### src/sv/redundant_register_write_filter_top_assert.svh
// Assertion macros for the redundant register write filter
`ifndef REDUNDANT_REGISTER_WRITE_FILTER_TOP_ASSERT_SVH
`define REDUNDANT_REGISTER_WRITE_FILTER_TOP_ASSERT_SVH

// Same-cycle implication, sampled on clk_i, off while rst_ni is low
`define RRWF_ASSERT_IMPL(lbl, ante, cons, msg) \
  lbl: assert property (@(posedge clk_i) disable iff (!rst_ni) (ante) |-> (cons)) \
    else $error(msg);

// Next-cycle implication
`define RRWF_ASSERT_NEXT(lbl, ante, cons, msg) \
  lbl: assert property (@(posedge clk_i) disable iff (!rst_ni) (ante) |=> (cons)) \
    else $error(msg);

`endif

### src/sv/rrwf_pkg.sv
// Types, constants and helpers shared by the write filter
package rrwf_pkg;

  localparam int unsigned REGS_PER_CHIP = 256;
  localparam int unsigned REG_W         = 8;
  localparam int unsigned DELAY_W       = 32;
  localparam int unsigned DATA_W        = 32;
  localparam int unsigned PADDR_W       = 3;

  // Output queue: one slot for the result on display, one for the result being
  // decided, one for the item just taken.
  localparam int unsigned FIFO_DEPTH = 3;
  localparam int unsigned FIFO_PW    = $clog2(FIFO_DEPTH);
  localparam int unsigned FIFO_CW    = $clog2(FIFO_DEPTH + 1);

  // Register index of delay_after_data (paddr[2])
  localparam logic CFG_IDX_DAD = 1'b0;

  typedef enum logic {
    OP_WRITE = 1'b0,
    OP_FLUSH = 1'b1
  } opcode_e;

  typedef struct packed {
    opcode_e              opcode;
    logic                 chip_select;
    logic [REG_W-1:0]     reg_address;
    logic [REG_W-1:0]     write_value;
    logic [DELAY_W-1:0]   tick_delay;
  } item_t;

  typedef struct packed {
    logic [DELAY_W-1:0]   out_delay;
    logic                 out_chip;
    logic [REG_W-1:0]     out_reg;
    logic [REG_W-1:0]     out_value;
  } result_t;

  function automatic logic [DELAY_W-1:0] sat_add(input logic [DELAY_W-1:0] a,
                                                 input logic [DELAY_W-1:0] b);
    logic [DELAY_W:0] s;
    s = {1'b0, a} + {1'b0, b};
    return s[DELAY_W] ? {DELAY_W{1'b1}} : s[DELAY_W-1:0];
  endfunction

endpackage

### src/sv/rrwf_stream_if.sv
// Valid/ready channels for incoming write items and emitted writes
interface rrwf_in_if;
  logic                       valid;
  logic                       ready;
  logic                       opcode;
  logic                       chip_select;
  logic [rrwf_pkg::REG_W-1:0]   reg_address;
  logic [rrwf_pkg::REG_W-1:0]   write_value;
  logic [rrwf_pkg::DELAY_W-1:0] tick_delay;

  modport source (output valid, opcode, chip_select, reg_address, write_value, tick_delay,
                  input ready);
  modport sink   (input valid, opcode, chip_select, reg_address, write_value, tick_delay,
                  output ready);
endinterface

interface rrwf_out_if;
  logic                       valid;
  logic                       ready;
  logic [rrwf_pkg::DELAY_W-1:0] out_delay;
  logic                       out_chip;
  logic [rrwf_pkg::REG_W-1:0]   out_reg;
  logic [rrwf_pkg::REG_W-1:0]   out_value;

  modport source (output valid, out_delay, out_chip, out_reg, out_value, input ready);
  modport sink   (input valid, out_delay, out_chip, out_reg, out_value, output ready);
endinterface

### src/sv/rrwf_shadow_mem.sv
// Shadow register memory with a zeroing sweep after reset
module rrwf_shadow_mem #(
  parameter int unsigned DEPTH = 512,
  parameter int unsigned AW    = 9
) (
  input  logic                       clk_i,
  input  logic                       rst_ni,
  input  logic [AW-1:0]              rd_addr_i,
  output logic [rrwf_pkg::REG_W-1:0] rd_data_o,
  input  logic                       wr_en_i,
  input  logic [AW-1:0]              wr_addr_i,
  input  logic [rrwf_pkg::REG_W-1:0] wr_data_i,
  output logic                       clr_done_o
);
  import rrwf_pkg::*;

  logic [REG_W-1:0] mem [DEPTH];
  logic [REG_W-1:0] rd_data_q;
  logic [AW-1:0]    clr_addr_q, clr_addr_d;
  logic             clr_done_q, clr_done_d;

  always_comb begin
    clr_addr_d = clr_addr_q;
    clr_done_d = clr_done_q;
    if (!clr_done_q) begin
      if (clr_addr_q == AW'(DEPTH - 1)) begin
        clr_done_d = 1'b1;
      end else begin
        clr_addr_d = clr_addr_q + AW'(1);
      end
    end
  end

  always_ff @(posedge clk_i or negedge rst_ni) begin
    if (!rst_ni) begin
      clr_addr_q <= '0;
      clr_done_q <= 1'b0;
    end else begin
      clr_addr_q <= clr_addr_d;
      clr_done_q <= clr_done_d;
    end
  end

  // Sweep has the port until done; no item is in flight during it
  always_ff @(posedge clk_i) begin
    if (!clr_done_q) begin
      mem[clr_addr_q] <= '0;
    end else if (wr_en_i) begin
      mem[wr_addr_i] <= wr_data_i;
    end
  end

  always_ff @(posedge clk_i) begin
    rd_data_q <= mem[rd_addr_i];
  end

  assign rd_data_o  = rd_data_q;
  assign clr_done_o = clr_done_q;

endmodule

### src/sv/rrwf_core.sv
// Compare stage: shadow compare, delay accumulation and held-pair logic
module rrwf_core #(
  parameter int unsigned NUM_CHIPS = 2,
  parameter int unsigned AW        = 9
) (
  input  logic                       clk_i,
  input  logic                       rst_ni,
  input  logic                       acc_i,
  input  rrwf_pkg::item_t            item_i,
  input  logic                       dad_i,
  input  logic [rrwf_pkg::REG_W-1:0] rd_data_i,
  output logic                       wr_en_o,
  output logic [AW-1:0]              wr_addr_o,
  output logic [rrwf_pkg::REG_W-1:0] wr_data_o,
  output logic                       res_valid_o,
  output rrwf_pkg::result_t          res_o,
  output logic                       busy_o
);
  import rrwf_pkg::*;

  logic               s1_v_q;
  item_t              s1_q;
  logic [AW-1:0]      slot;
  logic               chip_ok;
  logic [REG_W-1:0]   shadow;
  logic [DELAY_W-1:0] sum;

  logic               fwd_v_q;
  logic [AW-1:0]      fwd_addr_q;
  logic [REG_W-1:0]   fwd_data_q;

  logic [DELAY_W-1:0] pend_q, pend_d;
  logic               nh_q, nh_d;
  logic               held_chip_q, held_chip_d;
  logic [REG_W-1:0]   held_reg_q, held_reg_d;
  logic [REG_W-1:0]   held_val_q, held_val_d;
  logic               we;

  assign slot    = AW'({s1_q.chip_select, s1_q.reg_address});
  assign chip_ok = int'(s1_q.chip_select) < NUM_CHIPS;
  // The memory read issued at the accept edge misses a write at that same edge
  assign shadow  = (fwd_v_q && fwd_addr_q == slot) ? fwd_data_q : rd_data_i;
  assign sum     = sat_add(pend_q, s1_q.tick_delay);

  always_comb begin
    pend_d      = pend_q;
    nh_d        = nh_q;
    held_chip_d = held_chip_q;
    held_reg_d  = held_reg_q;
    held_val_d  = held_val_q;
    we          = 1'b0;
    res_valid_o = 1'b0;
    res_o       = '{out_delay: sum, out_chip: held_chip_q,
                    out_reg: held_reg_q, out_value: held_val_q};
    if (s1_v_q) begin
      if (s1_q.opcode == OP_FLUSH) begin
        if (dad_i) begin
          res_valid_o     = !nh_q;
          res_o.out_delay = pend_q;
          pend_d          = '0;
        end
        nh_d = 1'b1;
      end else if (!chip_ok || shadow == s1_q.write_value) begin
        pend_d = sum;
      end else begin
        we     = 1'b1;
        pend_d = '0;
        if (!dad_i) begin
          res_valid_o = 1'b1;
          res_o       = '{out_delay: sum, out_chip: s1_q.chip_select,
                          out_reg: s1_q.reg_address, out_value: s1_q.write_value};
        end else begin
          res_valid_o = !nh_q;
          nh_d        = 1'b0;
          held_chip_d = s1_q.chip_select;
          held_reg_d  = s1_q.reg_address;
          held_val_d  = s1_q.write_value;
        end
      end
    end
  end

  always_ff @(posedge clk_i or negedge rst_ni) begin
    if (!rst_ni) begin
      s1_v_q  <= 1'b0;
      fwd_v_q <= 1'b0;
      pend_q  <= '0;
      nh_q    <= 1'b1;
    end else begin
      s1_v_q  <= acc_i;
      fwd_v_q <= we;
      pend_q  <= pend_d;
      nh_q    <= nh_d;
    end
  end

  always_ff @(posedge clk_i) begin
    if (acc_i) begin
      s1_q <= item_i;
    end
    fwd_addr_q  <= slot;
    fwd_data_q  <= s1_q.write_value;
    held_chip_q <= held_chip_d;
    held_reg_q  <= held_reg_d;
    held_val_q  <= held_val_d;
  end

  assign wr_en_o   = we;
  assign wr_addr_o = slot;
  assign wr_data_o = s1_q.write_value;
  assign busy_o    = s1_v_q;

endmodule

### src/sv/rrwf_out_fifo.sv
// Small result queue between the compare stage and the output channel
module rrwf_out_fifo (
  input  logic                                clk_i,
  input  logic                                rst_ni,
  input  logic                                push_i,
  input  rrwf_pkg::result_t                   push_data_i,
  input  logic                                pop_i,
  output logic                                valid_o,
  output rrwf_pkg::result_t                   data_o,
  output logic [rrwf_pkg::FIFO_CW-1:0]        count_o
);
  import rrwf_pkg::*;

  result_t            slots_q [FIFO_DEPTH];
  logic [FIFO_PW-1:0] wr_ptr_q, rd_ptr_q;
  logic [FIFO_CW-1:0] cnt_q;

  function automatic logic [FIFO_PW-1:0] ptr_inc(input logic [FIFO_PW-1:0] p);
    return (p == FIFO_PW'(FIFO_DEPTH - 1)) ? '0 : p + FIFO_PW'(1);
  endfunction

  always_ff @(posedge clk_i or negedge rst_ni) begin
    if (!rst_ni) begin
      wr_ptr_q <= '0;
      rd_ptr_q <= '0;
      cnt_q    <= '0;
    end else begin
      if (push_i) begin
        wr_ptr_q <= ptr_inc(wr_ptr_q);
      end
      if (pop_i) begin
        rd_ptr_q <= ptr_inc(rd_ptr_q);
      end
      cnt_q <= cnt_q + FIFO_CW'(push_i) - FIFO_CW'(pop_i);
    end
  end

  always_ff @(posedge clk_i) begin
    if (push_i) begin
      slots_q[wr_ptr_q] <= push_data_i;
    end
  end

  assign valid_o = cnt_q != '0;
  assign data_o  = slots_q[rd_ptr_q];
  assign count_o = cnt_q;

endmodule

### src/sv/redundant_register_write_filter_top.sv
// Path: an accepted item is registered in the compare stage, and its result, if any, is
//   pushed into the result queue that drives out_o. Throughput: one item per cycle
//   while the queue has room; the shadow memory read is issued at the accept edge and
//   compared in the cycle after, with a one-entry bypass for the write made at that same edge.
// Reset: asynchronous, active low. A zeroing sweep over all NUM_CHIPS*256 entries runs
//   through the shadow memory afterwards; in_i.ready stays low until it ends.
module redundant_register_write_filter_top #(
  parameter int unsigned NUM_CHIPS = 2
) (
  input  logic                          clk_i,
  input  logic                          rst_ni,
  input  logic                          psel,
  input  logic                          penable,
  input  logic                          pwrite,
  input  logic [rrwf_pkg::PADDR_W-1:0]  paddr,
  input  logic [rrwf_pkg::DATA_W-1:0]   pwdata,
  output logic [rrwf_pkg::DATA_W-1:0]   prdata,
  output logic                          pready,
  rrwf_in_if.sink                       in_i,
  rrwf_out_if.source                    out_o
);
  import rrwf_pkg::*;

  localparam int unsigned DEPTH = NUM_CHIPS * REGS_PER_CHIP;
  localparam int unsigned AW    = $clog2(DEPTH);

  logic               dad_q;
  logic               clr_done;
  logic               in_acc;
  item_t              in_item;
  logic [AW-1:0]      rd_addr;
  logic [REG_W-1:0]   rd_data;
  logic               wr_en;
  logic [AW-1:0]      wr_addr;
  logic [REG_W-1:0]   wr_data;
  logic               res_push;
  result_t            res;
  logic               s1_busy;
  logic               pop;
  result_t            head;
  logic [FIFO_CW-1:0] fifo_cnt;

  // Config register
  assign pready = 1'b1;
  assign prdata = (paddr[2] == CFG_IDX_DAD) ? {{(DATA_W-1){1'b0}}, dad_q} : '0;

  always_ff @(posedge clk_i or negedge rst_ni) begin
    if (!rst_ni) begin
      dad_q <= 1'b0;
    end else if (psel && penable && pwrite && pready && paddr[2] == CFG_IDX_DAD) begin
      dad_q <= pwdata[0];
    end
  end

  // Room is reserved for the item in the compare stage and the one taken now
  assign in_i.ready = clr_done &&
                      (({1'b0, fifo_cnt} + (FIFO_CW+1)'(s1_busy)) <
                       (FIFO_CW+1)'(FIFO_DEPTH));
  assign in_acc  = in_i.valid && in_i.ready;
  assign in_item = '{opcode: opcode_e'(in_i.opcode), chip_select: in_i.chip_select,
                     reg_address: in_i.reg_address, write_value: in_i.write_value,
                     tick_delay: in_i.tick_delay};
  assign rd_addr = AW'({in_i.chip_select, in_i.reg_address});

  rrwf_shadow_mem #(
    .DEPTH (DEPTH),
    .AW    (AW)
  ) u_mem (
    .clk_i      (clk_i),
    .rst_ni     (rst_ni),
    .rd_addr_i  (rd_addr),
    .rd_data_o  (rd_data),
    .wr_en_i    (wr_en),
    .wr_addr_i  (wr_addr),
    .wr_data_i  (wr_data),
    .clr_done_o (clr_done)
  );

  rrwf_core #(
    .NUM_CHIPS (NUM_CHIPS),
    .AW        (AW)
  ) u_core (
    .clk_i       (clk_i),
    .rst_ni      (rst_ni),
    .acc_i       (in_acc),
    .item_i      (in_item),
    .dad_i       (dad_q),
    .rd_data_i   (rd_data),
    .wr_en_o     (wr_en),
    .wr_addr_o   (wr_addr),
    .wr_data_o   (wr_data),
    .res_valid_o (res_push),
    .res_o       (res),
    .busy_o      (s1_busy)
  );

  assign pop = out_o.valid && out_o.ready;

  rrwf_out_fifo u_fifo (
    .clk_i       (clk_i),
    .rst_ni      (rst_ni),
    .push_i      (res_push),
    .push_data_i (res),
    .pop_i       (pop),
    .valid_o     (out_o.valid),
    .data_o      (head),
    .count_o     (fifo_cnt)
  );

  assign out_o.out_delay = head.out_delay;
  assign out_o.out_chip  = head.out_chip;
  assign out_o.out_reg   = head.out_reg;
  assign out_o.out_value = head.out_value;

`include "redundant_register_write_filter_top_assert.svh"

  `RRWF_ASSERT_IMPL(a_fifo_no_overflow, res_push && fifo_cnt == FIFO_CW'(FIFO_DEPTH), pop, "result queue overflow")
  `RRWF_ASSERT_IMPL(a_idle_during_sweep, !clr_done, !s1_busy && fifo_cnt == '0 && !wr_en, "activity during shadow clear")
  `RRWF_ASSERT_IMPL(a_result_has_item, res_push, $past(in_acc), "result without an accepted item")
  `RRWF_ASSERT_NEXT(a_empty_stays_quiet, fifo_cnt == '0 && !res_push, !out_o.valid, "output valid from empty queue")

endmodule
### src/flat_wrapper.sv
// flat-port wrapper written by rule: the top's interface ports become plain ports
module redundant_register_write_filter_top_flat import rrwf_pkg::*;
#(
  parameter int unsigned NUM_CHIPS = 2
)
  (clk_i, rst_ni, psel, penable, pwrite, paddr, pwdata, prdata, pready, in_i_valid, in_i_opcode, in_i_chip_select, in_i_reg_address, in_i_write_value, in_i_tick_delay, in_i_ready, out_o_valid, out_o_out_delay, out_o_out_chip, out_o_out_reg, out_o_out_value, out_o_ready);
  rrwf_in_if in_i_i ();
  rrwf_out_if out_o_i ();
  input  logic clk_i;
  input  logic rst_ni;
  input  logic psel;
  input  logic penable;
  input  logic pwrite;
  input  logic [rrwf_pkg::PADDR_W-1:0] paddr;
  input  logic [rrwf_pkg::DATA_W-1:0] pwdata;
  output logic [rrwf_pkg::DATA_W-1:0] prdata;
  output logic pready;
  input wire logic [$bits(in_i_i.valid)-1:0] in_i_valid;
  input wire logic [$bits(in_i_i.opcode)-1:0] in_i_opcode;
  input wire logic [$bits(in_i_i.chip_select)-1:0] in_i_chip_select;
  input wire logic [$bits(in_i_i.reg_address)-1:0] in_i_reg_address;
  input wire logic [$bits(in_i_i.write_value)-1:0] in_i_write_value;
  input wire logic [$bits(in_i_i.tick_delay)-1:0] in_i_tick_delay;
  output wire logic [$bits(in_i_i.ready)-1:0] in_i_ready;
  output wire logic [$bits(out_o_i.valid)-1:0] out_o_valid;
  output wire logic [$bits(out_o_i.out_delay)-1:0] out_o_out_delay;
  output wire logic [$bits(out_o_i.out_chip)-1:0] out_o_out_chip;
  output wire logic [$bits(out_o_i.out_reg)-1:0] out_o_out_reg;
  output wire logic [$bits(out_o_i.out_value)-1:0] out_o_out_value;
  input wire logic [$bits(out_o_i.ready)-1:0] out_o_ready;
  assign in_i_i.valid = in_i_valid;
  assign in_i_i.opcode = in_i_opcode;
  assign in_i_i.chip_select = in_i_chip_select;
  assign in_i_i.reg_address = in_i_reg_address;
  assign in_i_i.write_value = in_i_write_value;
  assign in_i_i.tick_delay = in_i_tick_delay;
  assign in_i_ready = in_i_i.ready;
  assign out_o_valid = out_o_i.valid;
  assign out_o_out_delay = out_o_i.out_delay;
  assign out_o_out_chip = out_o_i.out_chip;
  assign out_o_out_reg = out_o_i.out_reg;
  assign out_o_out_value = out_o_i.out_value;
  assign out_o_i.ready = out_o_ready;
  redundant_register_write_filter_top #(.NUM_CHIPS(NUM_CHIPS)) u_core (.clk_i(clk_i), .rst_ni(rst_ni), .psel(psel), .penable(penable), .pwrite(pwrite), .paddr(paddr), .pwdata(pwdata), .prdata(prdata), .pready(pready), .in_i(in_i_i), .out_o(out_o_i));
endmodule
### config.mk
export PLATFORM = sky130hd
export DESIGN_NAME = redundant_register_write_filter_top_flat
export DESIGN_NICKNAME = d
export VERILOG_FILES = /design/src/sv/rrwf_pkg.sv /design/src/sv/rrwf_stream_if.sv /design/src/sv/rrwf_shadow_mem.sv /design/src/sv/rrwf_core.sv /design/src/sv/rrwf_out_fifo.sv /design/src/sv/redundant_register_write_filter_top.sv /design/src/flat_wrapper.sv
export VERILOG_INCLUDE_DIRS = /design/src /design/src/sv
export SDC_FILE = /design/constraint.sdc
export NUM_CORES = 2
export LEC_CHECK = 0
export BUFFER_PORTS_ARGS = -buffer_cell sky130_fd_sc_hd__buf_2
export CAP_MARGIN = 20
export CELL_PAD_IN_SITES_DETAIL_PLACEMENT = 0
export CELL_PAD_IN_SITES_GLOBAL_PLACEMENT = 1
export CORE_ASPECT_RATIO = 0.8
export CORE_MARGIN = 2
export CORE_UTILIZATION = 35
export DETAILED_ROUTE_END_ITERATION = 10
export HOLD_SLACK_MARGIN = 0.05
export PLACE_DENSITY = 0.53
export REMOVE_ABC_BUFFERS = 1
export SLEW_MARGIN = 30
export SYNTH_ARGS = -nofsm -noshare
export SYNTH_HDL_FRONTEND = slang
export SYNTH_MEMORY_MAX_BITS = 65536
export SYNTH_SLANG_ARGS = --single-unit
export TNS_END_PERCENT = 30
### constraint.sdc
create_clock -name clk_i -period 80.1 [get_ports clk_i]
set_clock_uncertainty 0.2 [all_clocks]
set_input_delay 24.03 -clock clk_i [delete_from_list [all_inputs] [get_ports clk_i]]
set_output_delay 24.03 -clock clk_i [all_outputs]
set_load 0.005 [all_outputs]
==> reports/qor.yml <==
worst_setup_path:
  r2r-start: "u_core.u_core.wr_addr_o[8]$_DFFE_PP_"
  startpoint: "paddr[2]"
  cp_slowest_cell: "buf_2"
  path_class: "in2out"
  rr_endpoint: "u_core.u_mem.mem[149][1]$_DFFE_PP_"
  crit_required_ps: 55870
  cp-start-kind: "primary input"
  worst-path-max-fanout: 2
  slowest_delay_ps: 120
  crit_end: "prdata[0]"
  critPathArrivalTime_ps: 24320
  crit_top_cell: "buf_2"
  worstRegToRegCells: 11
  crit_chain: "buf_2, nor2_1, buf_2"
  crit_path_end_kind: "primary output"
  r2r_setup_slack_ps: 73480
pwr:
  p_sw_uw: 956
  p_clk_frac: 0.433
  p_leak_uw: 0.0479
  p_sw_frac: 0.208
  powerDensity_nw_per_um2: 23.8
  intPower_uw: 3650
  combPwrFrac: 0.027
  peakVddDrop_mv: 0.0201
  seqPwrFrac: 0.540
logic_synthesis:
  yosysTopAreaCellShare: 0.758
  syn_inst: 7536
  ys_ff_latch: 4387
  async_flop_share: 0.0119
  syn-cell-area_um2: 171000
  synth_flop_cell: "edfxtp_1"
  yosysSeqAreaShare: 0.768
  yosys_warnings: 0
  postSynthAreaPerCell_um2: 22.7
  synth_edf_count: 4310
  synth_area_leaders: "edfxtp_1 76%, mux4_2 18%, nor2_1 1.3%, dfrtp_1 0.75%, buf_2 0.54%"
  synth_top_cell_by_area: "edfxtp_1"
  ys_types: 65
placed_design:
  gp_congestion: 0.754
  port_buffers: 110
  post-dp-hpwl_um: 261000
finish:
  fin_util: 0.397
  num-nets-final: 7933
  fill_cells: 42700
  areaGrowthSynthToFinish_pct: 13.1
  drive_gt1_frac: 0.283
cts:
  cts_hold_buf: 0
  cts_tree: "built"
  htreeDepth: 5
  cts_made_buffers: 437
  insertion_delay_ps: 1020
  clock_sinks: 4387
  clkTransAtPathRegs_ps: 60
  cts.path.max_buffers: 4
  root_buffer: "clkbuf_16"
  ctsResizeCount: 0
  post_cts_buffers: 0
run:
  maxCapViolations: 0
floorplan:
  ios: 176
  die_w_um: 785
  placementRows: 229
  core_area_um2: 486000
  die_height_um: 629
  start_util: 0.351
  die-area_um2: 494000
route:
  drcViolationCount: 0
  routed_wirelength_um: 440000
  drtPass1Iterations: 6
  vias: 78100
  wl_per_cell_um: 30.1
  drt_iter0_drc: 7623
  detail-route-antenna-nets: 0
  routed_via_density: 5.34
global_routing:
  grt_pass1_wl_um: 619000
  grt_max_degree: 201
  antenna_found_initial: 53
  track_usage: 0.175
  overflow: 0
  grt_pass1_vias: 79900
sta:
  min_period_over_period: 0.606
  finalHoldViolCount: 0
  setup_tns_ps: 0
  finalMaxSlewViolations: 0
  tightest_slew_ps: 1010
  timing.slew.headroom: 0.314
  setup_violations: 0
  whs_ps: 293
  max_freq_mhz: 20.6
  rsz0062_at_grt: "false"
  layout_min_cycle_time_ps: 48550
worst_hold_path:
  min_path_cells: 0
  min_path_type: "reg2reg"
run_status:
  status: "finished, final reports clean"
-- layout make-up --
class / count / area [um2] / area share
clock inverter: 240 / 2000 / 0.0103
antenna: 9 / 22.5 / 0.000117
inverter: 21 / 78.8 / 0.000408
tap: 6468 / 8090 / 0.0419
timing repair buffer: 263 / 2290 / 0.0119
multi-input combinational: 2692 / 37900 / 0.196
sequential: 4387 / 131000 / 0.679
clock buffer: 546 / 11600 / 0.0601
-- cells by family after synthesis --
family	count (synthesis)	share of synthesized area
DFF	4387	0.768
adders and majority gates	39	0.00290
buffers and inverters	487	0.0128
and+or+nand+nor	848	0.0200
xor gates and xnor gates	54	0.00277
other	2	0.0000440
AOI/OAI and AO/OA	264	0.00932
muxes	1455	0.184
-- placed cells by master, fill, tap and decap left out, types with 93 or more instances in the layout --
master     Yosys  routed
clkbuf_1     208      93
mux4_2      1344    1344
buf_4         34     104
nand2_1      146     145
clkinv_1       0     111
edfxtp_1    4310    4310
buf_2        184     103
nor2_1       614     596
clkbuf_16      0     446
o21ai_0       95      94
-- layer usage --
layer,GRT usage,vias up,routed length (um)
met4,0.0323,2,7150
met2,0.270,2309,205000
met1,0.264,43100,201000
met5,0,-,13
li1,-,32300,-
met3,0.0290,489,27200
-- cell usage after synthesis, types with 4 or more instances --
| cell type | number |
|---|---|
| and3_1 | 4 |
| nor3b_1 | 6 |
| a22oi_1 | 4 |
| xnor2_1 | 36 |
| o22ai_1 | 12 |
| nand4_1 | 10 |
| edfxtp_1 | 4310 |
| a31oi_1 | 11 |
| buf_2 | 184 |
| a21oi_1 | 73 |
| mux2i_2 | 5 |
| dfrtp_1 | 51 |
| ha_1 | 38 |
| mux2i_1 | 64 |
| buf_4 | 34 |
| o21a_1 | 7 |
| o21ai_1 | 6 |
| dfxtp_1 | 25 |
| nor2b_1 | 12 |
| clkbuf_1 | 208 |
| mux2_2 | 42 |
| mux4_2 | 1344 |
| a211oi_1 | 5 |
| xor2_1 | 18 |
| nor2_1 | 614 |
| a21o_1 | 14 |
| buf_1 | 39 |
| nand2b_1 | 9 |
| and2_1 | 9 |
| nand3_1 | 6 |
| nand3b_1 | 7 |
| nand2_1 | 146 |
| inv_1 | 21 |
| a32oi_1 | 9 |
| nor3_1 | 13 |
| o21ai_0 | 95 |
-- worst min path at each step --
stage	start	endpoint	slack, ps
2_1_floorplan	u_core.u_core.wr_data_o[0]$_DFFE_PP_	u_core.u_core.fwd_data_q[0]$_DFF_P_	180
3_3_place_gp	u_core.u_fifo.count_o[1]$_DFF_PN0_	u_core.u_fifo.count_o[1]$_DFF_PN0_	290
3_5_place_dp	u_core.u_fifo.count_o[1]$_DFF_PN0_	u_core.u_fifo.count_o[1]$_DFF_PN0_	290
4_1_cts	u_core.u_fifo.count_o[1]$_DFF_PN0_	u_core.u_fifo.count_o[1]$_DFF_PN0_	300
5_1_grt	u_core.u_fifo.count_o[1]$_DFF_PN0_	u_core.u_fifo.count_o[1]$_DFF_PN0_	310
6_report	u_core.u_core.wr_data_o[1]$_DFFE_PP_	u_core.u_core.fwd_data_q[1]$_DFF_P_	290
-- state kept, by name (all words and copies together) (netlist names), 2 cells and up --
signal	count
u_core.u_fifo.rd_ptr_q	2
u_core.u_core.held_val_q	8
u_core.u_fifo.wr_ptr_q	2
u_core.u_core.fwd_data_q	8
u_core.u_mem.clr_addr_q	9
u_core.u_core.wr_addr_o	9
u_core.u_core.fwd_addr_q	9
u_core.u_mem.mem	4096
u_core.u_core.wr_data_o	8
u_core.u_core.pend_q	32
u_core.u_core.s1_q	33
u_core.u_core.held_reg_q	8
u_core.u_fifo.count_o	2
u_core.u_mem.rd_data_o	8
u_core.u_fifo.slots_q	147
-- critical path, delay by kind of cell --
kind          cells  cell delay, ps
buf+inv           2             220
simple gates      1              70
-- per-stage QoR --
step | setup WS, ps | area [um2] | std cells | total power, uW
global route | 31540 | 193000 | 14600 | 4750
global placement | 31480 | 179000 | 13800 | 2670
finish | 31550 | 193000 | 14600 | 4610
floorplan | 31740 | 169000 | 7100 | 2590
CTS | 31550 | 193000 | 14600 | 4660
detailed placement | 31550 | 179000 | 13800 | 2670
-- power by group through the flow --
stage                     clock network, uW  registers [uW]  logic [uW]
after global routing                   2130            2490         137
after CTS                              2040            2490         131
final                                  1990            2490         125
after global placement                    0            2540         126
after detailed placement                  0            2540         131
after floorplan                           0            2540        49.2
(Power assumes the default switching activity.)
